**config.mk**
```make
export PLATFORM = sky130hd
export DESIGN_NAME = trs_matrix_from_quaternion_flat
export DESIGN_NICKNAME = d
export VERILOG_FILES = /design/src/hw/rtl/trs_pkg.sv /design/src/hw/rtl/trs_stream_if.sv /design/src/hw/rtl/trs_matrix_from_quaternion.sv /design/src/flat_wrapper.sv
export SDC_FILE = /design/constraint.sdc
export NUM_CORES = 1
export LEC_CHECK = 0
export ABC_CLOCK_PERIOD_IN_PS = 950
export BUFFER_PORTS_ARGS = -buffer_cell sky130_fd_sc_hd__buf_2
export CAP_MARGIN = 40
export CORE_AREA = 2 2 39 41
export DETAILED_ROUTE_END_ITERATION = 6
export DIE_AREA = 0 0 41 43
export GPL_TIMING_DRIVEN = 0
export SYNTH_ARGS = -nofsm -noshare
export SYNTH_HDL_FRONTEND = slang
export SYNTH_SLANG_ARGS = --single-unit
```
**constraint.sdc**
```tcl
create_clock -name clk -period 0.95 [get_ports clk]
set_input_delay 0.19 -clock clk [delete_from_list [all_inputs] [get_ports clk]]
set_output_delay 0.19 -clock clk [all_outputs]
set_load 0.1 [all_outputs]
```
**src/hw/rtl/trs_pkg.sv**
```systemverilog
// Shared types and fixed-point constants for the TRS matrix composer.
`default_nettype none

package trs_pkg;

  localparam int unsigned QUAT_W = 16;  // Q1.15 quaternion component
  localparam int unsigned VEC_W  = 32;  // Q16.16 translation, scale, result
  localparam int unsigned PROD_W = 2 * QUAT_W;       // quaternion pair product, Q2.30
  localparam int unsigned ROT_W  = PROD_W + 2;       // rotation element, Q4.30
  localparam int unsigned MUL_W  = ROT_W + VEC_W - 1; // element times scale, exact
  localparam int unsigned FRAC_SHIFT = 30;           // Q.46 down to Q16.16
  localparam int unsigned ROUND_W = MUL_W - FRAC_SHIFT;

  localparam logic signed [ROT_W-1:0] ONE_Q30 = ROT_W'(64'sd1 << FRAC_SHIFT);
  localparam logic signed [MUL_W-1:0] HALF_LSB = MUL_W'(64'sd1 << (FRAC_SHIFT - 1));

  typedef logic signed [QUAT_W-1:0] quat_t;
  typedef logic signed [VEC_W-1:0]  vec_t;
  typedef logic signed [PROD_W-1:0] prod_t;
  typedef logic signed [ROT_W-1:0]  rot_t;
  typedef logic signed [MUL_W-1:0]  mul_t;

  typedef struct packed {
    vec_t  trans_x;
    vec_t  trans_y;
    vec_t  trans_z;
    quat_t quat_x;
    quat_t quat_y;
    quat_t quat_z;
    quat_t quat_w;
    vec_t  scale_x;
    vec_t  scale_y;
    vec_t  scale_z;
  } in_beat_t;

  typedef struct packed {
    vec_t col0_row0;
    vec_t col0_row1;
    vec_t col0_row2;
    vec_t col1_row0;
    vec_t col1_row1;
    vec_t col1_row2;
    vec_t col2_row0;
    vec_t col2_row1;
    vec_t col2_row2;
    vec_t col3_row0;
    vec_t col3_row1;
    vec_t col3_row2;
  } out_beat_t;

endpackage

`default_nettype wire

```
**src/hw/rtl/trs_stream_if.sv**
```systemverilog
// Valid/ready stream interface carrying one payload beat.
`default_nettype none

interface trs_stream_if #(
  parameter type data_t = logic
);
  logic  valid;
  logic  ready;
  data_t data;

  modport source (output valid, output data, input ready);
  modport sink   (input valid, input data, output ready);
endinterface

`default_nettype wire

```
**src/hw/rtl/trs_matrix_from_quaternion.sv**
```systemverilog
// An accepted input beat reaches out_beat as its result beat through the
// four pipeline stages (pair products, rotation elements, scale multiply,
// round and saturate), each with its own valid bit. Throughput is one beat
// per cycle while the sink is ready; backpressure ripples stage by stage,
// so bubbles are squeezed out on a stall. Reset (rst_n low, synchronous)
// clears the stage valid bits only; no other state exists between beats.
`default_nettype none

module trs_matrix_from_quaternion (
  input  wire logic   clk,
  input  wire logic   rst_n,
  trs_stream_if.sink   in_beat,
  trs_stream_if.source out_beat
);
  import trs_pkg::*;

  // ---------------------------------------------------------------------
  // Stage handshake: a stage loads when it is empty or its contents move on.
  // ---------------------------------------------------------------------
  logic v1_r, v2_r, v3_r, v4_r;
  logic adv1, adv2, adv3, adv4;

  assign adv4 = !v4_r || out_beat.ready;
  assign adv3 = !v3_r || adv4;
  assign adv2 = !v2_r || adv3;
  assign adv1 = !v1_r || adv2;

  assign in_beat.ready = adv1;

  in_beat_t in_d;
  assign in_d = in_beat.data;

  always_ff @(posedge clk) begin
    if (!rst_n) begin
      v1_r <= 1'b0;
      v2_r <= 1'b0;
      v3_r <= 1'b0;
      v4_r <= 1'b0;
    end else begin
      if (adv1) v1_r <= in_beat.valid;
      if (adv2) v2_r <= v1_r;
      if (adv3) v3_r <= v2_r;
      if (adv4) v4_r <= v3_r;
    end
  end

  // ---------------------------------------------------------------------
  // Stage 1: the nine quaternion pair products, exact in Q2.30.
  // ---------------------------------------------------------------------
  prod_t xx_r, yy_r, zz_r, xy_r, xz_r, yz_r, wx_r, wy_r, wz_r;
  vec_t  scale1_r [3];
  vec_t  trans1_r [3];

  always_ff @(posedge clk) begin
    if (adv1) begin
      xx_r <= in_d.quat_x * in_d.quat_x;
      yy_r <= in_d.quat_y * in_d.quat_y;
      zz_r <= in_d.quat_z * in_d.quat_z;
      xy_r <= in_d.quat_x * in_d.quat_y;
      xz_r <= in_d.quat_x * in_d.quat_z;
      yz_r <= in_d.quat_y * in_d.quat_z;
      wx_r <= in_d.quat_w * in_d.quat_x;
      wy_r <= in_d.quat_w * in_d.quat_y;
      wz_r <= in_d.quat_w * in_d.quat_z;
      scale1_r[0] <= in_d.scale_x;
      scale1_r[1] <= in_d.scale_y;
      scale1_r[2] <= in_d.scale_z;
      trans1_r[0] <= in_d.trans_x;
      trans1_r[1] <= in_d.trans_y;
      trans1_r[2] <= in_d.trans_z;
    end
  end

  // ---------------------------------------------------------------------
  // Stage 2: rotation elements from the doubled products. Index is
  // column * 3 + row, matching the result order.
  // ---------------------------------------------------------------------
  function automatic rot_t dbl(input prod_t p);
    return {p[PROD_W-1], p, 1'b0};
  endfunction

  rot_t rot_nxt [9];
  rot_t rot_r   [9];
  vec_t scale2_r [3];
  vec_t trans2_r [3];

  always_comb begin
    rot_nxt[0] = ONE_Q30 - dbl(yy_r) - dbl(zz_r);
    rot_nxt[1] = dbl(xy_r) + dbl(wz_r);
    rot_nxt[2] = dbl(xz_r) - dbl(wy_r);
    rot_nxt[3] = dbl(xy_r) - dbl(wz_r);
    rot_nxt[4] = ONE_Q30 - dbl(xx_r) - dbl(zz_r);
    rot_nxt[5] = dbl(yz_r) + dbl(wx_r);
    rot_nxt[6] = dbl(xz_r) + dbl(wy_r);
    rot_nxt[7] = dbl(yz_r) - dbl(wx_r);
    rot_nxt[8] = ONE_Q30 - dbl(xx_r) - dbl(yy_r);
  end

  always_ff @(posedge clk) begin
    if (adv2) begin
      rot_r    <= rot_nxt;
      scale2_r <= scale1_r;
      trans2_r <= trans1_r;
    end
  end

  // ---------------------------------------------------------------------
  // Stage 3: each element times the scale of its column, exact.
  // ---------------------------------------------------------------------
  mul_t mul_nxt [9];
  mul_t mul_r   [9];
  vec_t trans3_r [3];

  always_comb begin
    for (int c = 0; c < 3; c++) begin
      for (int r = 0; r < 3; r++) begin
        mul_nxt[c*3 + r] = MUL_W'(rot_r[c*3 + r] * scale2_r[c]);
      end
    end
  end

  always_ff @(posedge clk) begin
    if (adv3) begin
      mul_r    <= mul_nxt;
      trans3_r <= trans2_r;
    end
  end

  // ---------------------------------------------------------------------
  // Stage 4: round to nearest with ties away from zero, then saturate.
  // For a negative product, adding half minus one before the arithmetic
  // shift gives the same result as rounding the magnitude.
  // ---------------------------------------------------------------------
  localparam logic signed [ROUND_W-1:0] SAT_MAX = ROUND_W'(64'sd2147483647);
  localparam logic signed [ROUND_W-1:0] SAT_MIN = ROUND_W'(-64'sd2147483648);

  function automatic vec_t round_sat(input mul_t p);
    mul_t                      biased;
    logic signed [ROUND_W-1:0] q;
    vec_t                      res;
    biased = p + (p[MUL_W-1] ? (HALF_LSB - MUL_W'(1)) : HALF_LSB);
    q      = ROUND_W'(biased >>> FRAC_SHIFT);
    if (q > SAT_MAX)      res = vec_t'(SAT_MAX);
    else if (q < SAT_MIN) res = vec_t'(SAT_MIN);
    else                  res = q[VEC_W-1:0];
    return res;
  endfunction

  out_beat_t out_nxt;
  out_beat_t out_r;

  always_comb begin
    out_nxt.col0_row0 = round_sat(mul_r[0]);
    out_nxt.col0_row1 = round_sat(mul_r[1]);
    out_nxt.col0_row2 = round_sat(mul_r[2]);
    out_nxt.col1_row0 = round_sat(mul_r[3]);
    out_nxt.col1_row1 = round_sat(mul_r[4]);
    out_nxt.col1_row2 = round_sat(mul_r[5]);
    out_nxt.col2_row0 = round_sat(mul_r[6]);
    out_nxt.col2_row1 = round_sat(mul_r[7]);
    out_nxt.col2_row2 = round_sat(mul_r[8]);
    // Translation column passes straight through.
    out_nxt.col3_row0 = trans3_r[0];
    out_nxt.col3_row1 = trans3_r[1];
    out_nxt.col3_row2 = trans3_r[2];
  end

  // Hold the result beat while the sink stalls.
  always_ff @(posedge clk) begin
    if (adv4) begin
      out_r <= out_nxt;
    end
  end

  assign out_beat.valid = v4_r;
  assign out_beat.data  = out_r;

endmodule

`default_nettype wire
```
**src/flat_wrapper.sv**
```systemverilog
// flat-port wrapper written by rule: the top's interface ports become plain ports
module trs_matrix_from_quaternion_flat import trs_pkg::*;
  (clk, rst_n, in_beat_valid, in_beat_data, in_beat_ready, out_beat_valid, out_beat_data, out_beat_ready);
  trs_stream_if in_beat_i ();
  trs_stream_if out_beat_i ();
  input  wire logic clk;
  input  wire logic rst_n;
  input wire logic [$bits(in_beat_i.valid)-1:0] in_beat_valid;
  input wire logic [$bits(in_beat_i.data)-1:0] in_beat_data;
  output wire logic [$bits(in_beat_i.ready)-1:0] in_beat_ready;
  output wire logic [$bits(out_beat_i.valid)-1:0] out_beat_valid;
  output wire logic [$bits(out_beat_i.data)-1:0] out_beat_data;
  input wire logic [$bits(out_beat_i.ready)-1:0] out_beat_ready;
  assign in_beat_i.valid = in_beat_valid;
  assign in_beat_i.data = in_beat_data;
  assign in_beat_ready = in_beat_i.ready;
  assign out_beat_valid = out_beat_i.valid;
  assign out_beat_data = out_beat_i.data;
  assign out_beat_i.ready = out_beat_ready;
  trs_matrix_from_quaternion u_core (.clk(clk), .rst_n(rst_n), .in_beat(in_beat_i), .out_beat(out_beat_i));
endmodule
```
; ---- After elaboration in Yosys (flattened, before gate mapping)
; Index checks and enable logic that the tools add are counted.
[totals]
regBits = 4
inputBits = 5
output_inout_bits = 3
wordCells = 12
[classes]
reduce_logical = 8
[ops]
columns = operator, n
row1 = logical NOT 1 bit, 4
row2 = logical OR 1 bit, 4

; ---- Depth between registers and ports, before layout
[logic_depth]
ltp_word = 5
depth_mapped = 2
mapped_depth_nobuf = 2

; ---- Worst setup path after synthesis
; OpenSTA, ideal clock, no wires.
[synth_path]
kind = register to output
startpoint = reg u_core.v4_r, in the netlist u_core.out_beat.valid
endpoint = out in_beat_ready
arrival_ps = 1861
t_required_ps = 760
path_slack_ps = -1101
path_stages_with_launch = 3
path_buffers = 0
path_cell_list = dfxtp_1 and4b_1 nand2_1
[synth_via]
elab_chain_cells = 5
[synth_rtl]
columns = element, line
row1 = start: declaration, trs_matrix_from_quaternion.sv:20  ; logic v1_r, v2_r, v3_r, v4_r;
row2 = start signal: assignment, trs_matrix_from_quaternion.sv:43  ; if (adv4) v4_r <= v3_r;
row3 = logical NOT 1 bit, trs_matrix_from_quaternion.sv:23  ; assign adv4 = !v4_r || out_beat.ready;
row4 = logical OR 1 bit, trs_matrix_from_quaternion.sv:23
row5 = logical OR 1 bit, trs_matrix_from_quaternion.sv:24  ; assign adv3 = !v3_r || adv4;
row6 = logical OR 1 bit, trs_matrix_from_quaternion.sv:25  ; assign adv2 = !v2_r || adv3;
row7 = logical OR 1 bit, trs_matrix_from_quaternion.sv:26  ; assign adv1 = !v1_r || adv2;
row8 = end: declaration, flat_wrapper.sv:10  ; output wire logic [$bits(in_beat_i.ready)-1:0] in_beat_ready;
; No other way between the ends.

; ---- Worst setup path after layout
; Ends and elaborated chain as after synthesis.

==> reports/metrics.json <==
{
  "cts_tree": "done",
  "fin_util": 0.223,
  "site_row_count": 14,
  "post-place-ws_ns": -0.339,
  "synth_warnings": 0,
  "netlist_area_sq_um": 161,
  "number_of_failing_hold_endpoints_at_the_final_stage": 0,
  "final_min_period_over_clock_period": 1.34,
  "violated_checks": "negative setup slack",
  "first_pass_grt_wire_length_microns": 572,
  "pwr_density_cell_mw_per_mm2": 1530,
  "power.leakage_nw": 0.138,
  "layout-area-overhead-vs-synth_pct": 91.5,
  "critical_path_class": "register to output pin",
  "die_span_in_x_microns": 41,
  "cts-hold-fix-buffers": 0,
  "min_cycle_time_layout_ns": 1.28,
  "holdCritPathClass": "primary input to register",
  "vdd_drop_max_mv": 0.544,
  "syn_area_per_cell_sq_um": 10.8,
  "vias_per_cell": 3.47,
  "die_extent_in_y_microns": 43,
  "synth_top_family_by_area": "simple AND/OR/NAND/NOR gates",
  "antenna_found_initial": 0,
  "gp_congestion": 0.630,
  "place.port_buffers": 5,
  "route.antenna.remaining_nets": 0,
  "grt_usage": 0.0592,
  "cp_slowest_stage_delay_ns": 0.33,
  "yosys.area_share.adder": 0,
  "path_buf_inv": 1,
  "synth.yosys.seq_area_share": 0.496,
  "synth_cells": 15,
  "totalNegativeSetupSlack_ns": -0.773,
  "numPlacedInstances": 36,
  "final_cells": 43,
  "effective_utilization_at_floorplan": 0.117,
  "post-layout-total-power_uw": 474,
  "core_sq_mm": 0.00138,
  "timing.critical_path.to_type": "output pin",
  "synthSimpleGateAreaFrac": 0.240,
  "clk_pin_slew_worst_paths_ns": 0.04,
  "commonest_non_fill_non_tap_cell_in_the_layout": "sky130_fd_sc_hd__buf_4",
  "postSynthNetCount": 20,
  "drt-wirelength-per-cell_microns": 7.84,
  "final_critical_path_setup_slack_ns": -0.327,
  "fp.dieArea_sq_mm": 0.00176,
  "cpLargestDelayFamily": "simple AND/OR/NAND/NOR gates",
  "clock_latency_ns": 0.24,
  "timing.critical_path.slowest_stage_cell": "sky130_fd_sc_hd__dfxtp_4",
  "synth.mux.area_fraction": 0,
  "layout.nets": 33,
  "drtIter0Drc": 0,
  "timing.critical_path.required_ns": 0.76,
  "cap_viol_max_count": 0,
  "synth.ff_latch_count": 4,
  "yosysUniqueCellTypes": 10,
  "critPathLaunchType": "register",
  "outcome": "finished with violations",
  "path_max_fanout": 2,
  "top_library_cells_by_usage_in_the_layout_fill_and_taps_aside": "sky130_fd_sc_hd__buf_4, sky130_fd_sc_hd__o21a_1, sky130_fd_sc_hd__clkbuf_4, sky130_fd_sc_hd__buf_2",
  "detailroute.via_count": 149,
  "clock_tree.root_cell": "sky130_fd_sc_hd__clkbuf_4",
  "drt-total-wl_microns": 337,
  "drc_errors": 0,
  "maxSlewViolCount": 0,
  "unrepaired_setup_endpoints_after_global_routing": "yes",
  "drt_first_pass_iters": 1,
  "timing.critical_path.cells": "and4b_2, nand2_8, buf_12",
  "post_route_cells_drive_above_1_share": 0.704,
  "clock.fmax_ghz": 0.783,
  "report.final.setup_viol": 6,
  "via_count_of_the_first_global_routing_pass": 138,
  "clock_skew_ns": 0.00711,
  "synth-compound-area-share": 0.194,
  "largest_net_degree_at_the_start_of_global_routing": 6,
  "cts_made_buffers": 3,
  "synth-xor-area-share": 0,
  "clk_path_buf_depth": 2,
  "gr-total-overflow": 0,
  "ios": 8,
  "cts.htree.levels": 1,
  "cts_num_sinks": 4,
  "n_antenna_cell": 0,
  "arrival_ns": 1.09
}
layer usage:
metal | up-vias | share of wire | track usage
li1 | 74 | - | -
met1 | 64 | 0.42 | 0.0577
met2 | 9 | 0.42 | 0.0625
met3 | 2 | 0.10 | 0.0314
met4 | 0 | 0.059 | 0.100
met5 | - | 0 | 0
cells by family after synthesis:
| family | count (synthesis) |
|---|---|
| buf+inv | 1 |
| simple gates | 5 |
| other cells | 1 |
| compound gates | 4 |
| flops | 4 |
synth_stat cells:
master                    count  area, sq um
sky130_fd_sc_hd__buf_4        1         7.51
sky130_fd_sc_hd__and2b_2      1         8.76
sky130_fd_sc_hd__conb_1       1         3.75
sky130_fd_sc_hd__dfxtp_1      4         80.1
sky130_fd_sc_hd__a22o_1       1         8.76
sky130_fd_sc_hd__and2_1       1         6.26
sky130_fd_sc_hd__and4b_1      1         10.0
sky130_fd_sc_hd__o21a_1       3         22.5
sky130_fd_sc_hd__and3b_2      1         10.0
sky130_fd_sc_hd__nand2_1      1         3.75
area by class of cell:
type | count | area (sq um)
Fill cell | 144 | 1070
Clock buffer | 4 | 26.3
Timing Repair Buffer | 8 | 77.6
Multi-Input combinational cell | 10 | 91.3
Tap cell | 16 | 20.0
Sequential cell | 4 | 86.3
Buffer | 1 | 7.51
per-stage QoR:
stage | area [sq um] | hold slack, ns
6_report | 309 | 0.174
5_1_grt | 309 | 0.166
4_1_cts | 312 | 0.166
3_5_place_dp | 228 | 0.414
3_3_place_gp | 228 | 0.411
2_1_floorplan | 183 | 0.307
final timing paths:
check	from	cells past startpoint	slack, ns	endpoint
setup reg to reg	u_core.out_beat.valid$_SDFFE_PN0P_	4	-0.10	u_core.v3_r$_SDFFE_PN0P_
hold / removal	in_beat_valid	2	0.17	u_core.v1_r$_SDFFE_PN0P_
hold reg to reg	u_core.v2_r$_SDFFE_PN0P_	1	0.45	u_core.v3_r$_SDFFE_PN0P_
setup / recovery	u_core.out_beat.valid$_SDFFE_PN0P_	3	-0.33	in_beat_ready
registers in the layout, indices dropped and copies added, names as in the netlist:
| register | count |
|---|---|
| u_core.v2_r | 1 |
| u_core.v1_r | 1 |
| u_core.v3_r | 1 |
| u_core.out_beat.valid | 1 |
power breakdown:
part	internal [mW]	total, mW	switching [mW]
logic	0.0202	0.0533	0.0331
clock network	0.158	0.241	0.0824
registers	0.173	0.179	0.00614
total	0.352	0.474	0.122
repair_timing:
action,4_1_cts,5_1_grt
pin swaps,2,0
endpoints found under the setup margin,2,6
setup buffers,3,1
gates resized for setup,10,1
No activity file was read; power rests on OpenSTA's default activity.
